`src/rta_pkg.sv`:
```
package rta_pkg;

	localparam int DEF_MAX_WIDTH = 2048;
	localparam int DEF_SUM_DEPTH = 512;

	localparam int CFG_W     = 12;
	localparam int CFG_IDX_W = 2;
	localparam logic [CFG_IDX_W-1:0] REG_IMAGE_WIDTH  = 2'd0;
	localparam logic [CFG_IDX_W-1:0] REG_IMAGE_HEIGHT = 2'd1;

	localparam int PIX_W  = 8;
	localparam int WSUM_W = 18;
	localparam int SUM_W  = 12;
	localparam int CODE_W = 7;

	// Luma weights; the sum is divided by 1000 through a reciprocal multiply.
	localparam logic [9:0]  W_RED   = 10'd299;
	localparam logic [9:0]  W_GREEN = 10'd587;
	localparam logic [9:0]  W_BLUE  = 10'd114;
	localparam logic [9:0]  LUMA_ROUND = 10'd500;
	localparam logic [18:0] LUMA_RECIP = 19'd268436;
	localparam int          LUMA_SHIFT = 28;

	// Division of the block average by 18.
	localparam logic [9:0] SEL_RECIP = 10'd911;
	localparam int         SEL_SHIFT = 14;
	localparam logic [3:0] SEL_MAX   = 4'd14;

	localparam int SMALL_WIDTH_MAX = 100;
	localparam int MID_WIDTH_LIMIT = 400;

	// Log2 of the block factor.
	localparam logic [1:0] LF_ONE  = 2'd0;
	localparam logic [1:0] LF_TWO  = 2'd1;
	localparam logic [1:0] LF_FOUR = 2'd2;

	typedef struct packed {
		logic in_block;
		logic first_x;
		logic last_x;
		logic first_y;
		logic last_y;
		logic row_end;
		logic frame_end;
	} pix_ctl_t;

	function automatic logic [CODE_W-1:0] glyph_of(input logic [3:0] sel);
		logic [CODE_W-1:0] code;
		case (sel)
			4'd0:    code = 7'd77;
			4'd1:    code = 7'd78;
			4'd2:    code = 7'd72;
			4'd3:    code = 7'd81;
			4'd4:    code = 7'd36;
			4'd5:    code = 7'd79;
			4'd6:    code = 7'd67;
			4'd7:    code = 7'd63;
			4'd8:    code = 7'd55;
			4'd9:    code = 7'd62;
			4'd10:   code = 7'd33;
			4'd11:   code = 7'd58;
			4'd12:   code = 7'd45;
			4'd13:   code = 7'd59;
			default: code = 7'd46;
		endcase
		return code;
	endfunction

endpackage

```
`src/rta_glyph_map.sv`:
```
module rta_glyph_map (
	input  logic [rta_pkg::SUM_W-1:0]  block_sum,
	input  logic [1:0]                 log_factor,
	output logic [rta_pkg::CODE_W-1:0] code
);
	import rta_pkg::*;

	logic [SUM_W-1:0]  avg;
	logic [21:0]       prod;
	logic [7:0]        sel_raw;
	logic [3:0]        sel;

	always_comb begin
		case (log_factor)
			LF_TWO:  avg = block_sum >> 2;
			LF_FOUR: avg = block_sum >> 4;
			default: avg = block_sum;
		endcase
	end

	// The reciprocal is exact for averages below 1187; above that the quotient
	// only grows, and the clamp catches it anyway.
	assign prod    = 22'(avg) * 22'(SEL_RECIP);
	assign sel_raw = prod[SEL_SHIFT +: 8];
	assign sel     = (sel_raw > 8'(SEL_MAX)) ? SEL_MAX : sel_raw[3:0];
	assign code    = glyph_of(sel);

endmodule

```
`config.mk`:
```
export PLATFORM = sky130hd
export DESIGN_NAME = rta_glyph_map
export DESIGN_NICKNAME = d
export VERILOG_FILES = /design/src/rta_pkg.sv /design/src/rta_glyph_map.sv
export SDC_FILE = /design/constraint.sdc
export NUM_CORES = 1
export LEC_CHECK = 0
export BUFFER_PORTS_ARGS = -buffer_cell sky130_fd_sc_hd__buf_2
export CAP_MARGIN = 10
export CORE_MARGIN = 8
export CORE_UTILIZATION = 50
export DETAILED_ROUTE_END_ITERATION = 16
export PLACE_DENSITY = 0.69
export RECOVER_POWER = 100
export SETUP_SLACK_MARGIN = 0.05
export SLEW_MARGIN = 10
export SYNTH_ARGS = -nofsm -noshare
export SYNTH_HDL_FRONTEND = slang
export SYNTH_SLANG_ARGS = --single-unit
```
`constraint.sdc`:
```
create_clock -name vclk -period 15.1
set_clock_uncertainty 0.1 [all_clocks]
set_input_delay 0.755 -clock vclk [all_inputs]
set_output_delay 0.755 -clock vclk [all_outputs]
set_load 0.01 [all_outputs]
```
==> impl_metrics.json, run 1 <==
{
  "syn_avg_cell_area_sq_um": 8.61,
  "yosys_warnings": 0,
  "critPathKind": "in2out",
  "grt_pass1_vias": 2285,
  "crit_path_max_fanout": 23,
  "cp_top_family": "adder cells",
  "final-setup-viol-count": 0,
  "worst-path-buf-inv": 9,
  "place_ws_ns": 6.45,
  "start_kind": "input port",
  "routabilityCongestion": 0.923,
  "finalWorstSetupSlack_ns": 6.25,
  "syn_nets": 415,
  "postSynthCellCount": 304,
  "ctsResizeCount": 0,
  "critPathRequiredTime_ns": 14.24,
  "fin_tns_setup_ns": 0,
  "nNetsFinal": 433,
  "endpoint_kind": "output port",
  "cts_hold_buf": 0,
  "clock.fmax_mhz": 113,
  "post_cts_buffers": 0,
  "die_y_um": 88.3,
  "period_needed_ns": 8.85,
  "rows": 26,
  "dieWidth_um": 88.3,
  "max_slew_margin": 0.511,
  "nClkBuffers": 0,
  "antenna_cells": 0,
  "rsz0062_at_grt": "false",
  "fin_crit_sh": 0.586,
  "die-area_sq_um": 7800,
  "area_delta_synth_final_pct": 6.12,
  "io_pins": 21,
  "initial_core_util": 0.516,
  "finalMaxSlewViolations": 0,
  "arrival_ns": 8.00,
  "hpwl_um": 5180,
  "grt_pass1_wl_um": 10100,
  "firstDrtPassIters": 4,
  "hold_violations": 0,
  "via_per_inst": 5.62,
  "drv.max_cap_violation_count": 0,
  "antenna_found_initial": 0,
  "ant_nets": 0,
  "grt_max_degree": 24,
  "holdWs_ns": 2.92,
  "critPathSlowestCell": "ha_1",
  "cp_common_cell": "inv_1",
  "grt_overflow": 0,
  "stdcell_count": 390,
  "seq_area_frac_synth": 0,
  "track_usage": 0.158,
  "route.vias.total": 2192,
  "status": "completed",
  "hold_class": "in2out",
  "drive_above_1_share": 0.0656,
  "drtIter0Drc": 90,
  "core_sq_um": 5070,
  "netlist-cell-type-count": 52,
  "worst_path_largest_cell_delay_ns": 0.64,
  "drc": 0,
  "dp.cells": 390,
  "io_buffers": 21,
  "avgRoutedWirePerCell_um": 14.5,
  "wirelength_um": 5670,
  "netlist_area_sq_um": 2620,
  "max_slew.worst_pin.slew_ns": 0.731,
  "seqCellArea_sq_um": 0,
  "seq_cells": 0
}
## Yosys cell counts, drive strengths merged, types with 4 or more instances
| cell | instances | area (sq um) |
|---|---|---|
| a21o | 5 | 37.5 |
| a22oi | 8 | 60.1 |
| nand3 | 4 | 20.0 |
| xor2 | 5 | 43.8 |
| o21ai | 14 | 70.1 |
| inv | 48 | 180 |
| o21a | 4 | 30.0 |
| nor2 | 9 | 33.8 |
| xnor2 | 13 | 121 |
| a21oi | 17 | 85.1 |
| fa | 24 | 480 |
| ha | 73 | 913 |
| nand2 | 26 | 97.6 |
## kinds of logic after synthesis
family / synth area share
fa+ha+maj: 0.544
compound gates: 0.193
simple gates: 0.106
buf+inv: 0.0779
xor+xnor: 0.0631
mux: 0.0163
## cell type report
class	count	area [sq um]
Timing Repair Buffer	21	97.6
Multi-Input combinational cell	250	2410
Tap cell	70	87.6
Inverter	49	184
Fill cell	518	2300
## placed cells by master, fill, tap and decap left out, types with 3 or more instances in the layout
| master | Yosys | layout |
|---|---|---|
| a21o_1 | 5 | 5 |
| a21oi_1 | 17 | 17 |
| a22oi_1 | 8 | 8 |
| and4_1 | 3 | 3 |
| buf_2 | 1 | 15 |
| clkbuf_1 | 3 | 6 |
| fa_1 | 24 | 24 |
| ha_1 | 73 | 73 |
| inv_1 | 48 | 48 |
| maj3_1 | 3 | 3 |
| nand2_1 | 26 | 26 |
| nand3_1 | 4 | 4 |
| nand4_1 | 3 | 3 |
| nor2_1 | 9 | 9 |
| o21a_1 | 4 | 4 |
| o21ai_0 | 8 | 8 |
| o21ai_1 | 6 | 6 |
| xnor2_1 | 12 | 12 |
| xor2_1 | 5 | 5 |
## routing by layer
metal  vias up  GRT usage  routed length [um]
li1       1100          -                   -
met1      1047      0.199                2630
met2        39      0.291                2800
met3         6     0.0130                 196
met4         0     0.0138                  38
met5         -          0                   0
## tightest hold or removal path: stages
cell and delay, ns:
buf_2 0.10, nand2_1 0.06, o21ai_0 0.27, a21o_1 0.18, ha_1 0.20, nand4_1 0.15, nand3_1 0.13, xor2_1 0.12
o2bb2ai_1 0.13, nand2b_1 0.05, buf_2 0.13
## final timing paths
| kind | from | cells after the start | slack (ns) | to |
|---|---|---|---|---|
| setup / recovery | log_factor[0] | 28 | 6.25 | code[0] |
| hold / removal | block_sum[5] | 11 | 2.92 | code[3] |
## metrics by stage
step,utilization,area [sq um]
4_1_cts,0.550,2790
3_5_place_dp,0.550,2790
3_3_place_gp,0.550,2790
6_report,0.547,2780
2_1_floorplan,-,2620
5_1_grt,0.547,2780
Power of run 1 is left out: the tool's default activity adds up to more than one toggle a clock period on the data nets, which glitch-free logic cannot reach.
==> inputs of run 2 (changes only) <==
- clock period: 15.1 -> 8.7 ns (I/O delays scaled with it)
==> impl_metrics.json, run 2 (same netlist as run 1, synthesis figures left out) <==
{
  "final-setup-viol-count": 0,
  "die-area_sq_um": 7800,
  "area_delta_synth_final_pct": 6.36,
  "firstDrtPassIters": 4,
  "max_slew_margin": 0.507,
  "hold_depth": 11,
  "stdcell_count": 390,
  "ant_nets": 0,
  "drtIter0Drc": 70,
  "grt-busiest-layer": "met2",
  "initial_core_util": 0.516,
  "fin_crit_sh": 0.927,
  "endpoint_kind": "output port",
  "status": "completed",
  "via_per_inst": 5.60,
  "use_met1": 0.207,
  "antenna_cells": 0,
  "seq_cells": 0,
  "nNetsFinal": 433,
  "core_sq_um": 5070,
  "ctsResizeCount": 0,
  "hold_violations": 0,
  "seqCellArea_sq_um": 0,
  "fin_util": 0.548,
  "rsz0062_at_grt": "false",
  "io_pins": 21,
  "nClkBuffers": 0,
  "io_buffers": 21,
  "antenna_found_initial": 0,
  "final_common_cell": "ha_1",
  "period_needed_ns": 8.06,
  "dp.cells": 390,
  "hpwl_um": 5180,
  "clock.fmax_mhz": 124,
  "grt_pass1_wl_um": 10500,
  "max_slew.worst_pin.slew_ns": 0.737,
  "start_kind": "input port",
  "track_usage": 0.163,
  "dieWidth_um": 88.3,
  "grt_use_met3": 0.0111,
  "drv.max_cap_violation_count": 0,
  "final_cell_mix": "ha_1, inv_1, nand2_1, fa_1, a21oi_1",
  "avgRoutedWirePerCell_um": 14.6,
  "finalMaxSlewViolations": 0,
  "met2_usage": 0.303,
  "arrival_ns": 7.53,
  "cts_hold_buf": 0,
  "grt_max_degree": 24,
  "routabilityCongestion": 0.923,
  "die_y_um": 88.3,
  "grt_pass1_vias": 2364,
  "grt_overflow": 0,
  "hold_class": "in2out",
  "post_cts_buffers": 0,
  "drive_above_1_share": 0.0719,
  "drc": 0,
  "fillers": 523,
  "multi_input_area_sq_um": 2410,
  "critPathRequiredTime_ns": 8.17,
  "wirelength_um": 5680,
  "rows": 26,
  "route.vias.total": 2185,
  "crit_path_max_fanout": 23,
  "fin_tns_setup_ns": 0,
  "critPathKind": "in2out"
}
run 2: per-stage QoR:
stage | setup slack [ns] | hold slack [ns] | cell area, sq um
after global placement | 0.871 | 2.23 | 2790
after detailed placement | 0.676 | 2.23 | 2790
after floorplan | 1.09 | 1.78 | 2620
after global routing | 0.0779 | 2.41 | 2780
after CTS | 0.668 | 2.25 | 2790
final | 0.636 | 2.21 | 2780
run 2: worst paths after layout:
path / endpoint / startpoint / slack (ns)
hold / removal: code[0] / block_sum[11] / 2.21
setup / recovery: code[0] / log_factor[0] / 0.64
run 2: metal layers:
metal,share of wire,vias to the layer above
met5,0,-
met4,0.0058,0
met3,0.039,4
met2,0.51,28
met1,0.45,1054
li1,-,1099
run 2: layout make-up:
class              count  share of cell area
inverters             49              0.0661
multi-input cells    250               0.867
well taps             70              0.0315
repair buffers        21              0.0355
run 2: worst max-delay path, cell delays in order:
cell      delay (ns)
buf_2           0.09
inv_1           0.04
ha_1            0.64
nor2_1          0.10
a21oi_1         0.28
inv_1           0.17
fa_1            0.47
ha_1            0.33
inv_1           0.06
fa_1            0.53
inv_1           0.05
fa_1            0.49
inv_1           0.05
fa_1            0.49
inv_1           0.04
ha_1            0.35
and4_1          0.23
and4_1          0.19
a221oi_1        0.41
a21oi_1         0.15
nor4_1          0.31
o211ai_2        0.23
or2_0           0.31
ha_1            0.31
inv_1           0.04
mux4_2          0.44
nor2_1          0.10
clkbuf_1        0.17
Power of run 2 is left out for the same reason.
==> inputs of run 3 (changes only) <==
- CELL_PAD_IN_SITES_DETAIL_PLACEMENT: not set -> 1
- CELL_PAD_IN_SITES_GLOBAL_PLACEMENT: not set -> 2
- CORE_UTILIZATION: 50 -> 40
- PLACE_DENSITY: 0.69 -> 0.86
==> impl_metrics.json, run 3 (same netlist as run 1, synthesis figures left out) <==
{
  "wirelength_um": 6520,
  "firstDrtPassIters": 4,
  "dieWidth_um": 96.9,
  "cp_common_cell": "inv_1",
  "period_needed_ns": 8.00,
  "rsz0062_at_grt": "false",
  "nNetsFinal": 433,
  "critPathRequiredTime_ns": 8.17,
  "drtIter0Drc": 60,
  "fin_area_sq_um": 2800,
  "track_usage": 0.142,
  "io_pins": 21,
  "antenna_cells": 0,
  "endpoint_kind": "output port",
  "ant_nets": 0,
  "finalMaxSlewViolations": 0,
  "route.vias.total": 2178,
  "multi_input_area_sq_um": 2410,
  "grt_pass1_wl_um": 11500,
  "hpwl_um": 5930,
  "area_delta_synth_final_pct": 6.84,
  "placed_cell_area_sq_um": 2800,
  "seq_cells": 0,
  "status": "completed",
  "clock.fmax_mhz": 125,
  "grt_pass1_vias": 2425,
  "die-area_sq_um": 9380,
  "hold_violations": 0,
  "final_cell_mix": "ha_1, inv_1, nand2_1, fa_1",
  "cts_hold_buf": 0,
  "post_cts_buffers": 0,
  "antenna_found_initial": 0,
  "final_common_cell": "ha_1",
  "critPathSlowestCell": "ha_2",
  "via_per_inst": 5.49,
  "final-setup-viol-count": 0,
  "io_buffers": 21,
  "fin_tns_setup_ns": 0,
  "critPathKind": "in2out",
  "hold_class": "in2out",
  "drv.max_cap_violation_count": 0,
  "grt_max_degree": 24,
  "max_slew_margin": 0.508,
  "max_slew.worst_pin.slew_ns": 0.735,
  "finalWorstSetupSlack_ns": 0.703,
  "routabilityCongestion": 0.845,
  "grt_overflow": 0,
  "core_sq_um": 6350,
  "rows": 29,
  "arrival_ns": 7.46,
  "place_ws_ns": 0.554,
  "start_kind": "input port",
  "seqCellArea_sq_um": 0,
  "avgRoutedWirePerCell_um": 16.4,
  "worst_path_largest_cell_delay_ns": 0.53,
  "fillers": 786,
  "die_y_um": 96.9,
  "fin_crit_sh": 0.919,
  "initial_core_util": 0.412,
  "drive_above_1_share": 0.0781,
  "crit_path_max_fanout": 23,
  "drc": 0,
  "nClkBuffers": 0
}
==> run 3: changes by cell type in the layout (fill, tap and decap cells not counted) <==
cell,delta
buf_2,+1
clkbuf_1,-1
ha_1,-1
ha_2,+1
==> run 3: final timing paths <==
path                     startpoint      end  slack, ns  depth (start not counted)
worst min-delay path  block_sum[11]  code[0]       2.22                         11
worst max-delay path  log_factor[0]  code[0]       0.70                         28
==> run 3: metal layers <==
layer,part of all wire,vias up,routed length (um),GRT usage
met4,0.0055,0,36,0.00828
li1,-,1100,-,-
met5,0,-,0,0
met1,0.50,1055,3270,0.192
met2,0.48,19,3150,0.252
met3,0.010,4,67,0.00356
==> run 3: final cells by class <==
class,instances,share of cell area
repair buffers,21,0.0358
well taps,77,0.0345
multi-input cells,250,0.864
inverters,49,0.0658
==> run 3: stage by stage <==
stage	util	instances	hold WS, ns
4_1_cts	0.441	397	2.27
2_1_floorplan	-	304	1.78
6_report	0.440	397	2.22
3_3_place_gp	0.441	397	2.26
3_5_place_dp	0.441	397	2.26
5_1_grt	0.440	397	2.37
==> run 3: repair_timing <==
item	4_1_cts	5_1_grt
endpoints found under the hold margin	0	0
resized for setup	0	1
setup endpoints to repair	0	1
==> run 3: worst max-delay path, delay by kind of cell <==
kind                       cells  cell delay [ns]
AOI/OAI and AO/OA              4             1.11
adders and majority gates      8             3.50
buffers and inverters          9             0.73
muxes                          1             0.43
and+or+nand+nor                6             1.26
Power of run 3 is left out for the same reason.
